<file path="src/hdl/systematic_resampler_core_assert.svh">
// Assertion macros for the systematic resampler.
`ifndef SYSTEMATIC_RESAMPLER_CORE_ASSERT_SVH
`define SYSTEMATIC_RESAMPLER_CORE_ASSERT_SVH
`ifndef NO_ASSERTIONS
`define SR_ASSERT_IMP(label, clk, rst_n, a, c) \
    label: assert property (@(posedge clk) disable iff (!rst_n) (a) |-> (c)) \
        else $error("assertion failed");
`define SR_ASSERT_NXT(label, clk, rst_n, a, c) \
    label: assert property (@(posedge clk) disable iff (!rst_n) (a) |=> (c)) \
        else $error("assertion failed");
`else
`define SR_ASSERT_IMP(label, clk, rst_n, a, c)
`define SR_ASSERT_NXT(label, clk, rst_n, a, c)
`endif
`endif

</file>
<file path="src/hdl/sresamp_pkg.sv">
`default_nettype none
package sresamp_pkg;
    localparam int MaxParticles = 64;
    localparam int IdxW = $clog2(MaxParticles);
    localparam int CntW = IdxW + 1;

    typedef struct packed {
        logic signed [15:0] log_weight;
        logic [15:0]        uniform_offset;
        logic               is_last;
    } req_t;

    typedef struct packed {
        logic [5:0] particle_index;
        logic       last_index;
    } res_t;

    // Q16 table of 2^(-i/16).
    function automatic logic [16:0] exp2_tab(input logic [4:0] i);
        logic [16:0] v;
        case (i)
            5'd0: v = 17'd65536;   5'd1: v = 17'd62757;  5'd2: v = 17'd60097;
            5'd3: v = 17'd57549;   5'd4: v = 17'd55109;  5'd5: v = 17'd52773;
            5'd6: v = 17'd50535;   5'd7: v = 17'd48393;  5'd8: v = 17'd46341;
            5'd9: v = 17'd44376;   5'd10: v = 17'd42495; 5'd11: v = 17'd40693;
            5'd12: v = 17'd38968;  5'd13: v = 17'd37316; 5'd14: v = 17'd35734;
            5'd15: v = 17'd34219;  default: v = 17'd32768;
        endcase
        return v;
    endfunction

    // Q16 table of log2(1 + i/16).
    function automatic logic [16:0] log2_tab(input logic [4:0] i);
        logic [16:0] v;
        case (i)
            5'd0: v = 17'd0;      5'd1: v = 17'd5732;   5'd2: v = 17'd11136;
            5'd3: v = 17'd16248;  5'd4: v = 17'd21098;  5'd5: v = 17'd25711;
            5'd6: v = 17'd30109;  5'd7: v = 17'd34312;  5'd8: v = 17'd38336;
            5'd9: v = 17'd42196;  5'd10: v = 17'd45904; 5'd11: v = 17'd49472;
            5'd12: v = 17'd52911; 5'd13: v = 17'd56229; 5'd14: v = 17'd59434;
            5'd15: v = 17'd62534; default: v = 17'd65536;
        endcase
        return v;
    endfunction
endpackage
`default_nettype wire

</file>
<file path="src/hdl/sresamp_exp.sv">
`default_nettype none
// Pipelined exp(-a): multiply, then table interpolation, then shift.
// Accepts one operand per cycle.
module sresamp_exp (
    input  wire logic        clk,
    input  wire logic        rst_n,
    input  wire logic        in_valid,
    input  wire logic [17:0] a,
    output logic             out_valid,
    output logic [16:0]      y
);
    logic [3:0]  vld_reg;
    logic [34:0] prod_reg;
    logic [16:0] t0_reg;
    logic [16:0] t1_reg;
    logic [16:0] diff_reg;
    logic [11:0] r_reg;
    logic [10:0] k1_reg;
    logic [28:0] mul_reg;
    logic [10:0] k2_reg;
    logic [16:0] y_reg;
    logic [10:0] k0;
    logic [3:0]  idx;
    logic [16:0] v;

    assign k0  = prod_reg[34:24];
    assign idx = prod_reg[23:20];
    assign v   = t1_reg - mul_reg[28:12];

    // Valid pipe.
    always_ff @(posedge clk or negedge rst_n)
    begin
        if (!rst_n)
        begin
            vld_reg <= '0;
        end
        else
        begin
            vld_reg <= {vld_reg[2:0], in_valid};
        end
    end

    // Data pipe.
    always_ff @(posedge clk)
    begin
        prod_reg <= 35'(a) * 35'd94548;
        t0_reg   <= sresamp_pkg::exp2_tab({1'b0, idx});
        diff_reg <= sresamp_pkg::exp2_tab({1'b0, idx})
                    - sresamp_pkg::exp2_tab(5'({1'b0, idx}) + 5'd1);
        r_reg    <= prod_reg[19:8];
        k1_reg   <= k0;
        t1_reg   <= t0_reg;
        mul_reg  <= 29'(diff_reg) * 29'(r_reg);
        k2_reg   <= k1_reg;
        y_reg    <= (k2_reg > 11'd16) ? 17'd0 : (v >> k2_reg[4:0]);
    end

    assign out_valid = vld_reg[3];
    assign y = y_reg;
endmodule
`default_nettype wire

</file>
<file path="src/hdl/systematic_resampler_core.sv">
`default_nettype none
// Systematic resampler for a particle filter on signed Q8.8 log weights.
// A request is accepted when start is high and busy is low; each carries
// one log weight, stored in an on-chip memory of 64 entries while the
// maximum is kept; weights past the 64th are dropped. The request with
// is_last set also gives the uniform offset and starts a run: a first pass
// through the memory sums exp(w - max), a log unit forms ln of the sum,
// and a second pass accumulates the normalised weights and emits indices.
// The first pass streams the weights through the registered memory read and
// the four-stage exp pipeline. The second pass handles one weight at a
// time. busy stays high throughout a run. Every result appears for one
// cycle with result_valid; the receiver cannot stall.
// particle_count is to be written through cfg_valid/cfg_ready only while
// idle; the block itself does not enforce this. cfg_ready is always high.
// Reset clears the load count, sets the maximum to -32768 and the count
// to 64; the weight memory needs no clearing.
module systematic_resampler_core (
    input  wire logic              clk,
    input  wire logic              rst_n,
    input  wire logic              start,
    output logic                   busy,
    input  wire sresamp_pkg::req_t request,
    output logic                   result_valid,
    output sresamp_pkg::res_t      result,
    input  wire logic              cfg_valid,
    output logic                   cfg_ready,
    input  wire logic [6:0]        cfg_data
);
    typedef enum logic [2:0] {
        ST_IDLE, ST_SUM, ST_LOG, ST_WALK, ST_EMIT, ST_FILL
    } state_t;

    localparam int IdxW = sresamp_pkg::IdxW;
    localparam int CntW = sresamp_pkg::CntW;

    state_t               state_reg;
    logic [6:0]           count_reg;
    logic [CntW-1:0]      load_reg;
    logic signed [15:0]   max_reg;
    logic [15:0]          u_reg;
    logic [CntW-1:0]      nrun_reg;
    logic [CntW-1:0]      rd_reg;
    logic [CntW-1:0]      got_reg;
    logic [CntW-1:0]      emit_reg;
    logic [23:0]          sum_reg;
    logic [15:0]          lns_reg;
    logic [23:0]          c_reg;
    logic [2:0]           lstep_reg;
    logic [4:0]           p_reg;
    logic [16:0]          m_reg;
    logic [16:0]          frac_reg;
    logic [32:0]          l2_reg;
    logic                 rvld_reg;
    logic signed [15:0]   rdata_reg;
    logic                 res_vld_reg;
    sresamp_pkg::res_t    res_reg;

    logic signed [15:0]   mem [sresamp_pkg::MaxParticles];

    logic                 accept;
    logic                 store_ok;
    logic [17:0]          exp_a;
    logic                 exp_vld;
    logic [16:0]          exp_y;
    logic [CntW-1:0]      neff;
    logic                 slot_hit;
    logic [IdxW-1:0]      walk_idx;
    logic [16:0]          diff16;

    assign accept    = start && !busy;
    assign busy      = (state_reg != ST_IDLE);
    assign cfg_ready = 1'b1;
    assign store_ok  = (load_reg < CntW'(sresamp_pkg::MaxParticles));

    // Effective slot count with range clamping.
    always_comb
    begin
        if (count_reg == 7'd0)
            neff = CntW'(1);
        else if (count_reg > 7'(sresamp_pkg::MaxParticles))
            neff = CntW'(sresamp_pkg::MaxParticles);
        else
            neff = CntW'(count_reg);
    end

    // Weight memory with registered read.
    always_ff @(posedge clk)
    begin
        if (accept && store_ok)
            mem[load_reg[IdxW-1:0]] <= request.log_weight;
        rdata_reg <= mem[rd_reg[IdxW-1:0]];
    end

    // Exp operand: distance from the maximum plus ln of the sum on the walk.
    assign diff16 = 17'(max_reg) - 17'(rdata_reg);
    assign exp_a  = 18'(diff16) + ((state_reg == ST_WALK) ? 18'(lns_reg) : 18'd0);

    sresamp_exp u_exp (
        .clk      (clk),
        .rst_n    (rst_n),
        .in_valid (rvld_reg),
        .a        (exp_a),
        .out_valid(exp_vld),
        .y        (exp_y)
    );

    // Slot test: u + emitted * 65536 <= C * N.
    assign slot_hit = ({8'd0, u_reg} + {emit_reg, 16'd0}) <= 31'(c_reg) * 31'(nrun_reg);
    assign walk_idx = IdxW'(got_reg - CntW'(1));

    // Control and datapath sequencer.
    always_ff @(posedge clk or negedge rst_n)
    begin
        if (!rst_n)
        begin
            state_reg   <= ST_IDLE;
            count_reg   <= 7'd64;
            load_reg    <= '0;
            max_reg     <= -16'sd32768;
            rd_reg      <= '0;
            rvld_reg    <= 1'b0;
            got_reg     <= '0;
            emit_reg    <= '0;
            res_vld_reg <= 1'b0;
            lstep_reg   <= '0;
        end
        else
        begin
            res_vld_reg <= 1'b0;
            if (cfg_valid && cfg_ready)
                count_reg <= cfg_data;
            unique case (state_reg)
                ST_IDLE:
                begin
                    rvld_reg <= 1'b0;
                    if (accept)
                    begin
                        if (store_ok)
                        begin
                            load_reg <= load_reg + CntW'(1);
                            if (request.log_weight > max_reg)
                                max_reg <= request.log_weight;
                        end
                        if (request.is_last)
                        begin
                            if (store_ok)
                                nrun_reg <= load_reg + CntW'(1);
                            else
                                nrun_reg <= load_reg;
                            u_reg    <= request.uniform_offset;
                            rd_reg   <= '0;
                            got_reg  <= '0;
                            sum_reg  <= '0;
                            state_reg <= ST_SUM;
                        end
                    end
                end
                ST_SUM:
                begin
                    rvld_reg <= (rd_reg < load_reg);
                    if (rd_reg < load_reg)
                        rd_reg <= rd_reg + CntW'(1);
                    if (exp_vld)
                    begin
                        sum_reg <= sum_reg + 24'(exp_y);
                        got_reg <= got_reg + CntW'(1);
                        if (got_reg + CntW'(1) == load_reg)
                        begin
                            state_reg <= ST_LOG;
                            lstep_reg <= '0;
                            rvld_reg  <= 1'b0;
                        end
                    end
                end
                ST_LOG:
                begin
                    lstep_reg <= lstep_reg + 3'd1;
                    case (lstep_reg)
                        3'd0:
                        begin
                            p_reg <= 5'd16;
                            for (int b = 17; b < 24; b++)
                                if (sum_reg[b])
                                    p_reg <= 5'(b);
                        end
                        3'd1: m_reg <= 17'((sum_reg < 24'd65536 ? 24'd65536 : sum_reg)
                                            >> (p_reg - 5'd16));
                        3'd2: frac_reg <= sresamp_pkg::log2_tab({1'b0, m_reg[15:12]})
                            + 17'(((29'(sresamp_pkg::log2_tab(5'({1'b0, m_reg[15:12]}) + 5'd1))
                                 - 29'(sresamp_pkg::log2_tab({1'b0, m_reg[15:12]})))
                                 * 29'(m_reg[11:0])) >> 12);
                        3'd3: l2_reg <= 33'({p_reg - 5'd16, 16'd0}) + 33'(frac_reg);
                        3'd4: l2_reg <= 33'((42'(l2_reg) * 42'd45426) >> 24);
                        default:
                        begin
                            lns_reg   <= l2_reg[15:0];
                            rd_reg    <= '0;
                            got_reg   <= '0;
                            emit_reg  <= '0;
                            c_reg     <= '0;
                            state_reg <= ST_WALK;
                        end
                    endcase
                end
                ST_WALK:
                begin
                    rvld_reg <= 1'b0;
                    if (rd_reg < load_reg && !rvld_reg && got_reg == rd_reg)
                    begin
                        rd_reg   <= rd_reg + CntW'(1);
                        rvld_reg <= 1'b1;
                    end
                    if (exp_vld)
                    begin
                        c_reg     <= c_reg + 24'(exp_y);
                        got_reg   <= got_reg + CntW'(1);
                        nrun_reg  <= neff;
                        state_reg <= ST_EMIT;
                    end
                end
                ST_EMIT:
                begin
                    if (emit_reg < nrun_reg && slot_hit)
                    begin
                        res_vld_reg <= 1'b1;
                        res_reg.particle_index <= 6'(walk_idx);
                        res_reg.last_index <= (emit_reg + CntW'(1) == nrun_reg);
                        emit_reg <= emit_reg + CntW'(1);
                    end
                    else if (got_reg == load_reg)
                        state_reg <= ST_FILL;
                    else
                        state_reg <= ST_WALK;
                end
                default:
                begin
                    if (emit_reg < nrun_reg)
                    begin
                        res_vld_reg <= 1'b1;
                        res_reg.particle_index <= 6'(load_reg - CntW'(1));
                        res_reg.last_index <= (emit_reg + CntW'(1) == nrun_reg);
                        emit_reg <= emit_reg + CntW'(1);
                    end
                    else
                    begin
                        load_reg  <= '0;
                        max_reg   <= -16'sd32768;
                        state_reg <= ST_IDLE;
                    end
                end
            endcase
        end
    end

    assign result_valid = res_vld_reg;
    assign result       = res_reg;

    `include "systematic_resampler_core_assert.svh"
    `SR_ASSERT_IMP(a_res_in_run, clk, rst_n, result_valid, busy)
    `SR_ASSERT_IMP(a_load_bound, clk, rst_n, 1'b1, load_reg <= CntW'(sresamp_pkg::MaxParticles))
    `SR_ASSERT_NXT(a_last_ends, clk, rst_n, result_valid && result.last_index, !result_valid)
endmodule
`default_nettype wire
</file>
<file path="config.mk">
export PLATFORM = sky130hd
export DESIGN_NAME = systematic_resampler_core
export DESIGN_NICKNAME = d
export VERILOG_FILES = /design/src/hdl/sresamp_pkg.sv /design/src/hdl/sresamp_exp.sv /design/src/hdl/systematic_resampler_core.sv
export VERILOG_INCLUDE_DIRS = /design/src /design/src/hdl
export SDC_FILE = /design/constraint.sdc
export NUM_CORES = 2
export LEC_CHECK = 0
export BUFFER_PORTS_ARGS = -buffer_cell sky130_fd_sc_hd__buf_2
export CAP_MARGIN = 20
export CORE_MARGIN = 5
export CORE_UTILIZATION = 40
export CTS_CLUSTER_DIAMETER = 60
export CTS_CLUSTER_SIZE = 10
export DETAILED_ROUTE_END_ITERATION = 10
export REMOVE_ABC_BUFFERS = 1
export SLEW_MARGIN = 20
export SYNTH_ARGS = -nofsm -noshare
export SYNTH_HDL_FRONTEND = slang
export SYNTH_SLANG_ARGS = --single-unit
</file>
<file path="constraint.sdc">
create_clock -name clk -period 10.99 [get_ports clk]
set_clock_uncertainty 0.05 [all_clocks]
set_input_delay 1.099 -clock clk [delete_from_list [all_inputs] [get_ports clk]]
set_output_delay 1.099 -clock clk [all_outputs]
set_load 0.02 [all_outputs]
</file>
; Word level (Yosys, flattened, before mapping)
; Memory sizes are Yosys's and may differ from the RTL's. A register that Yosys moved wholly into a read port is not among the register bits.
; Cells that the tools add are included.
[classes]
add_sub_neg = 20
n_mul = 5
magnitude_cmp = 8
eq_ne = 27
shift = 2
mux = 77
bitwise = 4
n_reduce_logical = 46
[op_table]
columns = op, count
row1 = 24-bit two-way mux, 6
row2 = 17-bit two-way mux, 8
row3 = 7-bit two-way mux, 18
row4 = 24-bit case mux with 2 select lines, 2
row5 = 16-bit two-way mux, 5
row6 = 33-bit case mux with 2 select lines, 1
row7 = 24-bit by 17-bit adder with 24-bit output, 2
row8 = 7-bit case mux with 2 select lines, 3
row9 = 7-bit case mux with 3 select lines, 2
row10 = "33-bit by 15-bit multiplier with 41-bit output, second input constant", 1
row11 = 3-bit two-way mux, 13
row12 = 17-bit subtractor, 2
row13 = "18-bit by 15-bit multiplier with 33-bit output, second input constant", 1
row14 = 16-bit case mux with 2 select lines, 1
row15 = 24-bit by 31-bit <= comparator with 1-bit output, 1
row16 = 24-bit by 7-bit multiplier with 31-bit output, 1
row17 = 17-bit by 12-bit multiplier with 29-bit output, 1
row18 = 18-bit by 13-bit multiplier with 29-bit output, 1
row19 = "7-bit by 1-bit adder with 7-bit output, second input constant", 4
row20 = 7-bit equality test, 4
row21 = 7-bit case mux with 4 select lines, 1
row22 = 16-bit by 23-bit adder with 24-bit output, 1
row23 = "24-bit by 17-bit less-than comparator with 1-bit output, second input constant", 1
row24 = 24-bit by 5-bit >> shifter with 16-bit output, 1
row25 = 46 further kinds, 108
[word_totals]
reg_bits = 375
ramBits = 1024
rom_bits = 1584
inputBits = 44
out_inout_bits = 10
elab_cells = 229
memories = 7
[mem_list]
columns = memory, depth, word_bits, rd, rd_ports_with_merged_regs, write_ports, line
row1 = mem, 64, 16, 1, 1, 1, systematic_resampler_core.sv:58  ; logic signed [15:0] mem [sresamp_pkg::MaxParticles];
row2 = (no name shown), 16, 17, 1, 1, 0, sresamp_pkg.sv:21  ; case (i)
row3 = (no name shown), 16, 17, 1, 1, 0, sresamp_pkg.sv:21
row4 = (no name shown), 16, 17, 1, 0, 0, sresamp_pkg.sv:21
row5 = (no name shown), 16, 16, 1, 1, 0, sresamp_pkg.sv:35  ; case (i)
row6 = (no name shown), 16, 16, 1, 0, 0, sresamp_pkg.sv:35
row7 = +1 memories, n/a, n/a, n/a, n/a, n/a, n/a

; Logic depth before layout (Yosys ltp)
; An unclocked memory read counts as a cell.
[depth]
ltp_word = 8
mapped_depth = 49
mapped_depth_nobuf = 47

; Modules after synthesis
; Synthesis repeated with hierarchy kept, for this count alone.
[hier_totals]
cells_unflattened = 7216
hier_area_um2 = 91161.2
[by_module_without_submodules]
columns = mod, instances, cells_each, area_per_inst_um2, seq_area_each_um2
row1 = systematic_resampler_core, 1, 5275, 73215.2, 37373.3
row2 = sresamp_exp, 1, 1941, 17946.0, 3363.2

; Worst setup path after synthesis
; OpenSTA, ideal clock, no wires.
[synth_timing]
path_kind = register to register
startpoint = register m_reg[12]
endpoint = register frac_reg[15] (data pin)
setup_ns = 0.258
t_arrival_ns = 10.077
t_required_ns = 10.682
slack_ns = 0.605
stages_incl_launch_ff = 47
path_buffers = 3
period_less_slack_ns = 10.385
path_cell_list = edfxtp_1 > clkbuf_1 > inv_1 > ha_1 > clkbuf_1 > nor2_1 > o21ai_0 > ha_1 > fa_1 > nor2b_1 > o21ai_0 > a21boi_0 > o21ai_0 > a21boi_0 > o21ai_0 > a21boi_0 > o21ai_0 > nand2b_1 > (+11 left out) > ha_1 > or4_1 > a21oi_1 > o211ai_1 > o21a_1 > xor2_1 > ha_1 > a21o_1 > a21oi_1 > o21bai_1 > a21oi_1 > nor2b_1 > o21a_1 > o31a_1 > o41ai_1 > o2111ai_1 > a21oi_1 > xnor2_1
[synth_via]
elab_chain_len = 8
[synth_lines]
columns = element, line
row1 = "start, declared", systematic_resampler_core.sv:50  ; logic [16:0] m_reg;
row2 = "start signal, assigned", systematic_resampler_core.sv:186  ; 3'd1: m_reg <= 17'((sum_reg < 24'd65536 ? 24'd65536 : sum_reg)
row3 = 4-bit by 1-bit adder with 5-bit output (*), systematic_resampler_core.sv:189  ; + 17'(((29'(sresamp_pkg::log2_tab(5'({1'b0, m_reg[15:12]}) + 5'd1))
row4 = memory 16 x 16 bit, n/a
row5 = 17-bit two-way mux (*), sresamp_pkg.sv:35
row6 = 17-bit two-way mux (*), systematic_resampler_core.sv:178  ; case (lstep_reg)
row7 = 17-bit two-way mux (*), systematic_resampler_core.sv:132  ; unique case (state_reg)
row8 = 17-bit by 17-bit subtractor with 18-bit output (*), systematic_resampler_core.sv:190  ; - 29'(sresamp_pkg::log2_tab({1'b0, m_reg[15:12]})))
row9 = 18-bit by 13-bit multiplier with 29-bit output (*), systematic_resampler_core.sv:191  ; * 29'(m_reg[11:0])) >> 12);
row10 = 17-bit adder (*), systematic_resampler_core.sv:189
row11 = "end signal, assigned", systematic_resampler_core.sv:188  ; 3'd2: frac_reg <= sresamp_pkg::log2_tab({1'b0, m_reg[15:12]})
row12 = "end, declared", systematic_resampler_core.sv:51  ; logic [16:0] frac_reg;
; Mark *: on every way between the ends. The rest lies on a longest branch, timed or not. The select of a mux whose other input is x is not followed.
; A chain may end at the register's enable or synchronous reset.

; Worst setup path in the final report
[layout_timing]
startpoint = register m_reg[13]
endpoint = register frac_reg[16] (data pin)
; Same word-level chain as after synthesis.

==> impl_metrics.csv <==
group,metric,value,unit
finish,layout_commonest_cell,"edfxtp_1",
floorplan,rows,174,
routing,drtIter0Drc,3743,
placed_design,placed_cells,9900,
critical_path,cpPeakStageDelay,0.54,ns
placed_design,pre_cts_slack,0.224,ns
sta,maxSlewViolCount,0,
grt,overflow,0,
logic_synthesis,synth_seq_area_share,45.4,%
floorplan,die_w,484,um
logic_synthesis,synth_seq_cells,1432,
sta,fin_crit,10.37,ns
routing,vias,53640,
sta,relSlewSlack,28.7,%
finish,stdcell_count,10167,
critical_path,critPathTopFamily,"adder cells",
placed_design,dp_hpwl,154,mm
finish,largest_register_ffs,1024,
critical_path,cp.required,11.48,ns
grt,track_usage,18.2,%
routing,routed_wl,212,mm
routing,final_antenna_net_count,0,
critical_path,arrival,10.86,ns
routing,avgRoutedWirePerCell,20.9,um
logic_synthesis,ys_warn_count,0,
grt,grt_pass1_vias,56223,
sta,hold_violations,0,
clock_tree,htreeDepth,4,
logic_synthesis,synth_edf_count,1174,
clock_tree,cts_root_buf,"clkbuf_16",
grt,grt_pass1_wl,332,mm
run,cap_violations,0,
floorplan,start_util,40.1,%
logic_synthesis,syn_inst,6975,
routing,via_per_inst,5.28,
clock_tree,clk_latency,0.81,ns
critical_path,crit_slowest_cell,"fa_1",
grt,grt_max_degree,131,
finish,finalNetCount,8448,
sta,fmax,96.4,MHz
finish,drive_above_1_share,12.0,%
finish,multi_input_area,44600,um2
logic_synthesis,synth-async-reset-ratio,4.40,%
floorplan,pin_count,54,
clock_tree,cts_made_buffers,174,
sta,max_slew.worst_pin.slew,1.07,ns
sta,fin_crit_sh,94.4,%
outcome,outcome,"completed",
placed_design,portBuffers,52,
critical_path,crit_type,"register to register",
critical_path,worst_setup_path_start_kind,"register",
logic_synthesis,avgSynthCellArea,12.9,um2
clock_tree,clk_path_buf_depth,3,
critical_path,path_max_fanout,10,
routing,route.detailed.drc,0,
floorplan,core_area,224000,um2
grt,antenna_found_initial,5,
floorplan,die_h,484,um
logic_synthesis,ys_types,93,
sta,setup_violations,0,
logic_synthesis,synth_ff_type,"edfxtp_1",
placed_design,gp_congestion,0.868,
critical_path,crit_path_end_kind,"register",
worst_hold_path,hold_class,"register to register",
sta,fin_ws,0.618,ns
finish,ff_latch_area,40700,um2
logic_synthesis,syn_area,89800,um2
floorplan,die-area,234000,um2
finish,layout-area-overhead-vs-synth,10.6,%
routing,firstDrtPassIters,6,
clock_tree,cts_tree,"built",
finish,n_fill_cell,20093,
clock_tree,cts_hold_buf,0,
critical_path,crit_buf_inv,8,
clock_tree,cts_sinks,1432,
clock_tree,path_clk_slew,0.05,ns
finish,layout_common_cells,"1174 x edfxtp_1, 949 x inv_1, 678 x ha_1",
## worst register-to-register path: cells and delay by family (launching register included)
family | cells | cell delay (ns)
adder cells (fa/ha/maj) | 9 | 3.80
AO/OA/AOI/OAI | 17 | 2.96
AND/OR/NAND/NOR | 6 | 1.33
buffers and inverters | 8 | 0.85
XOR/XNOR | 4 | 0.65
flip-flops | 1 | 0.48
## per-stage QoR
stage / cell area (um2) / util [%] / hold WS, ns / setup TNS, ns
2_1_floorplan: 88800 / - / 0.260 / -10.40
3_3_place_gp: 93900 / 41.9 / 0.261 / 0
3_5_place_dp: 93900 / 41.9 / 0.262 / 0
4_1_cts: 99100 / 44.2 / 0.213 / 0
5_1_grt: 99300 / 44.3 / 0.235 / -0.00821
6_report: 99300 / 44.3 / 0.244 / 0
## cell usage after synthesis, drive strengths merged (13+ instances only)
cell     instances  area share [%]
xor2            93            0.92
nor3            69            0.38
nand2          598             2.5
nor2           346             1.4
nand3           74            0.41
mux2            13            0.16
o31a            13            0.13
inv            953             4.0
o21a            48            0.40
nor2b           64            0.45
a22o            22            0.21
a31oi           20            0.15
fa             633              14
o21ai          196             1.1
buf             35            0.16
and2           224             1.6
edfxtp        1174              39
o21bai          21            0.18
o211ai          24            0.20
dfxtp          195             4.3
mux2i           52            0.58
a21oi          190             1.1
or2             14           0.098
o2111ai         13            0.13
clkbuf         229            0.96
or4             13            0.11
mux4           350             8.8
a21boi          18            0.15
dfrtp           61             1.7
xnor2          164             1.6
ha             680             9.5
and3            39            0.27
or3             19            0.13
nand2b          42            0.29
nand4           18            0.13
a21o            64            0.54
a211oi          44            0.38
## path summary, 6_finish.rpt
kind / startpoint / to / slack (ns) / cells past startpoint
hold / removal: u_exp.k1_reg[6] / u_exp.k2_reg[6] / 0.24 / 0
hold reg to reg: u_exp.k1_reg[6] / u_exp.k2_reg[6] / 0.24 / 0
setup / recovery: m_reg[13] / frac_reg[16] / 0.62 / 44
setup reg to reg: m_reg[13] / frac_reg[16] / 0.62 / 44
max in group asynchronous: rst_n / count_reg[6] / 9.94 / 2
min in group asynchronous: rst_n / max_reg[14] / 0.25 / 1
## layer usage
metal | global-route usage, % | vias up | share of wire, %
met3 | 2.84 | 315 | 5.0
met5 | 0 | - | 0
met4 | 5.02 | 0 | 2.8
met1 | 24.2 | 27502 | 43
li1 | - | 24559 | -
met2 | 30.9 | 1264 | 49
## cells by family (layout without fill, tap and decap cells)
kind of cell / after synthesis / after routing / share of synthesized area [%]
flops: 1432 / 1432 / 45.4
simple gates: 1557 / 1557 / 8.11
compound gates: 780 / 780 / 5.76
buf+inv: 1220 / 1419 / 5.12
xor+xnor: 257 / 257 / 2.52
mux: 415 / 415 / 9.52
other cells: 1 / 2 / 0.00418
fa+ha+maj: 1313 / 1313 / 23.6
## layout make-up
class                   instances  area share [%]
inverters                     956            3.62
clock buffers                 224            4.70
diodes                          1         0.00252
well taps                    2992            3.77
multi-input cells            4323            44.9
clock inverters                35           0.484
repair buffers                204            1.48
flip-flops and latches       1432            41.0
## repair_timing
item	in CTS	in global routing
setup endpoints to repair	0	8
resized for setup	0	21
buffers inserted	0	6
Power is not shown: default switching activity piles up to over one toggle a cycle in this logic, so the estimate is an artifact.
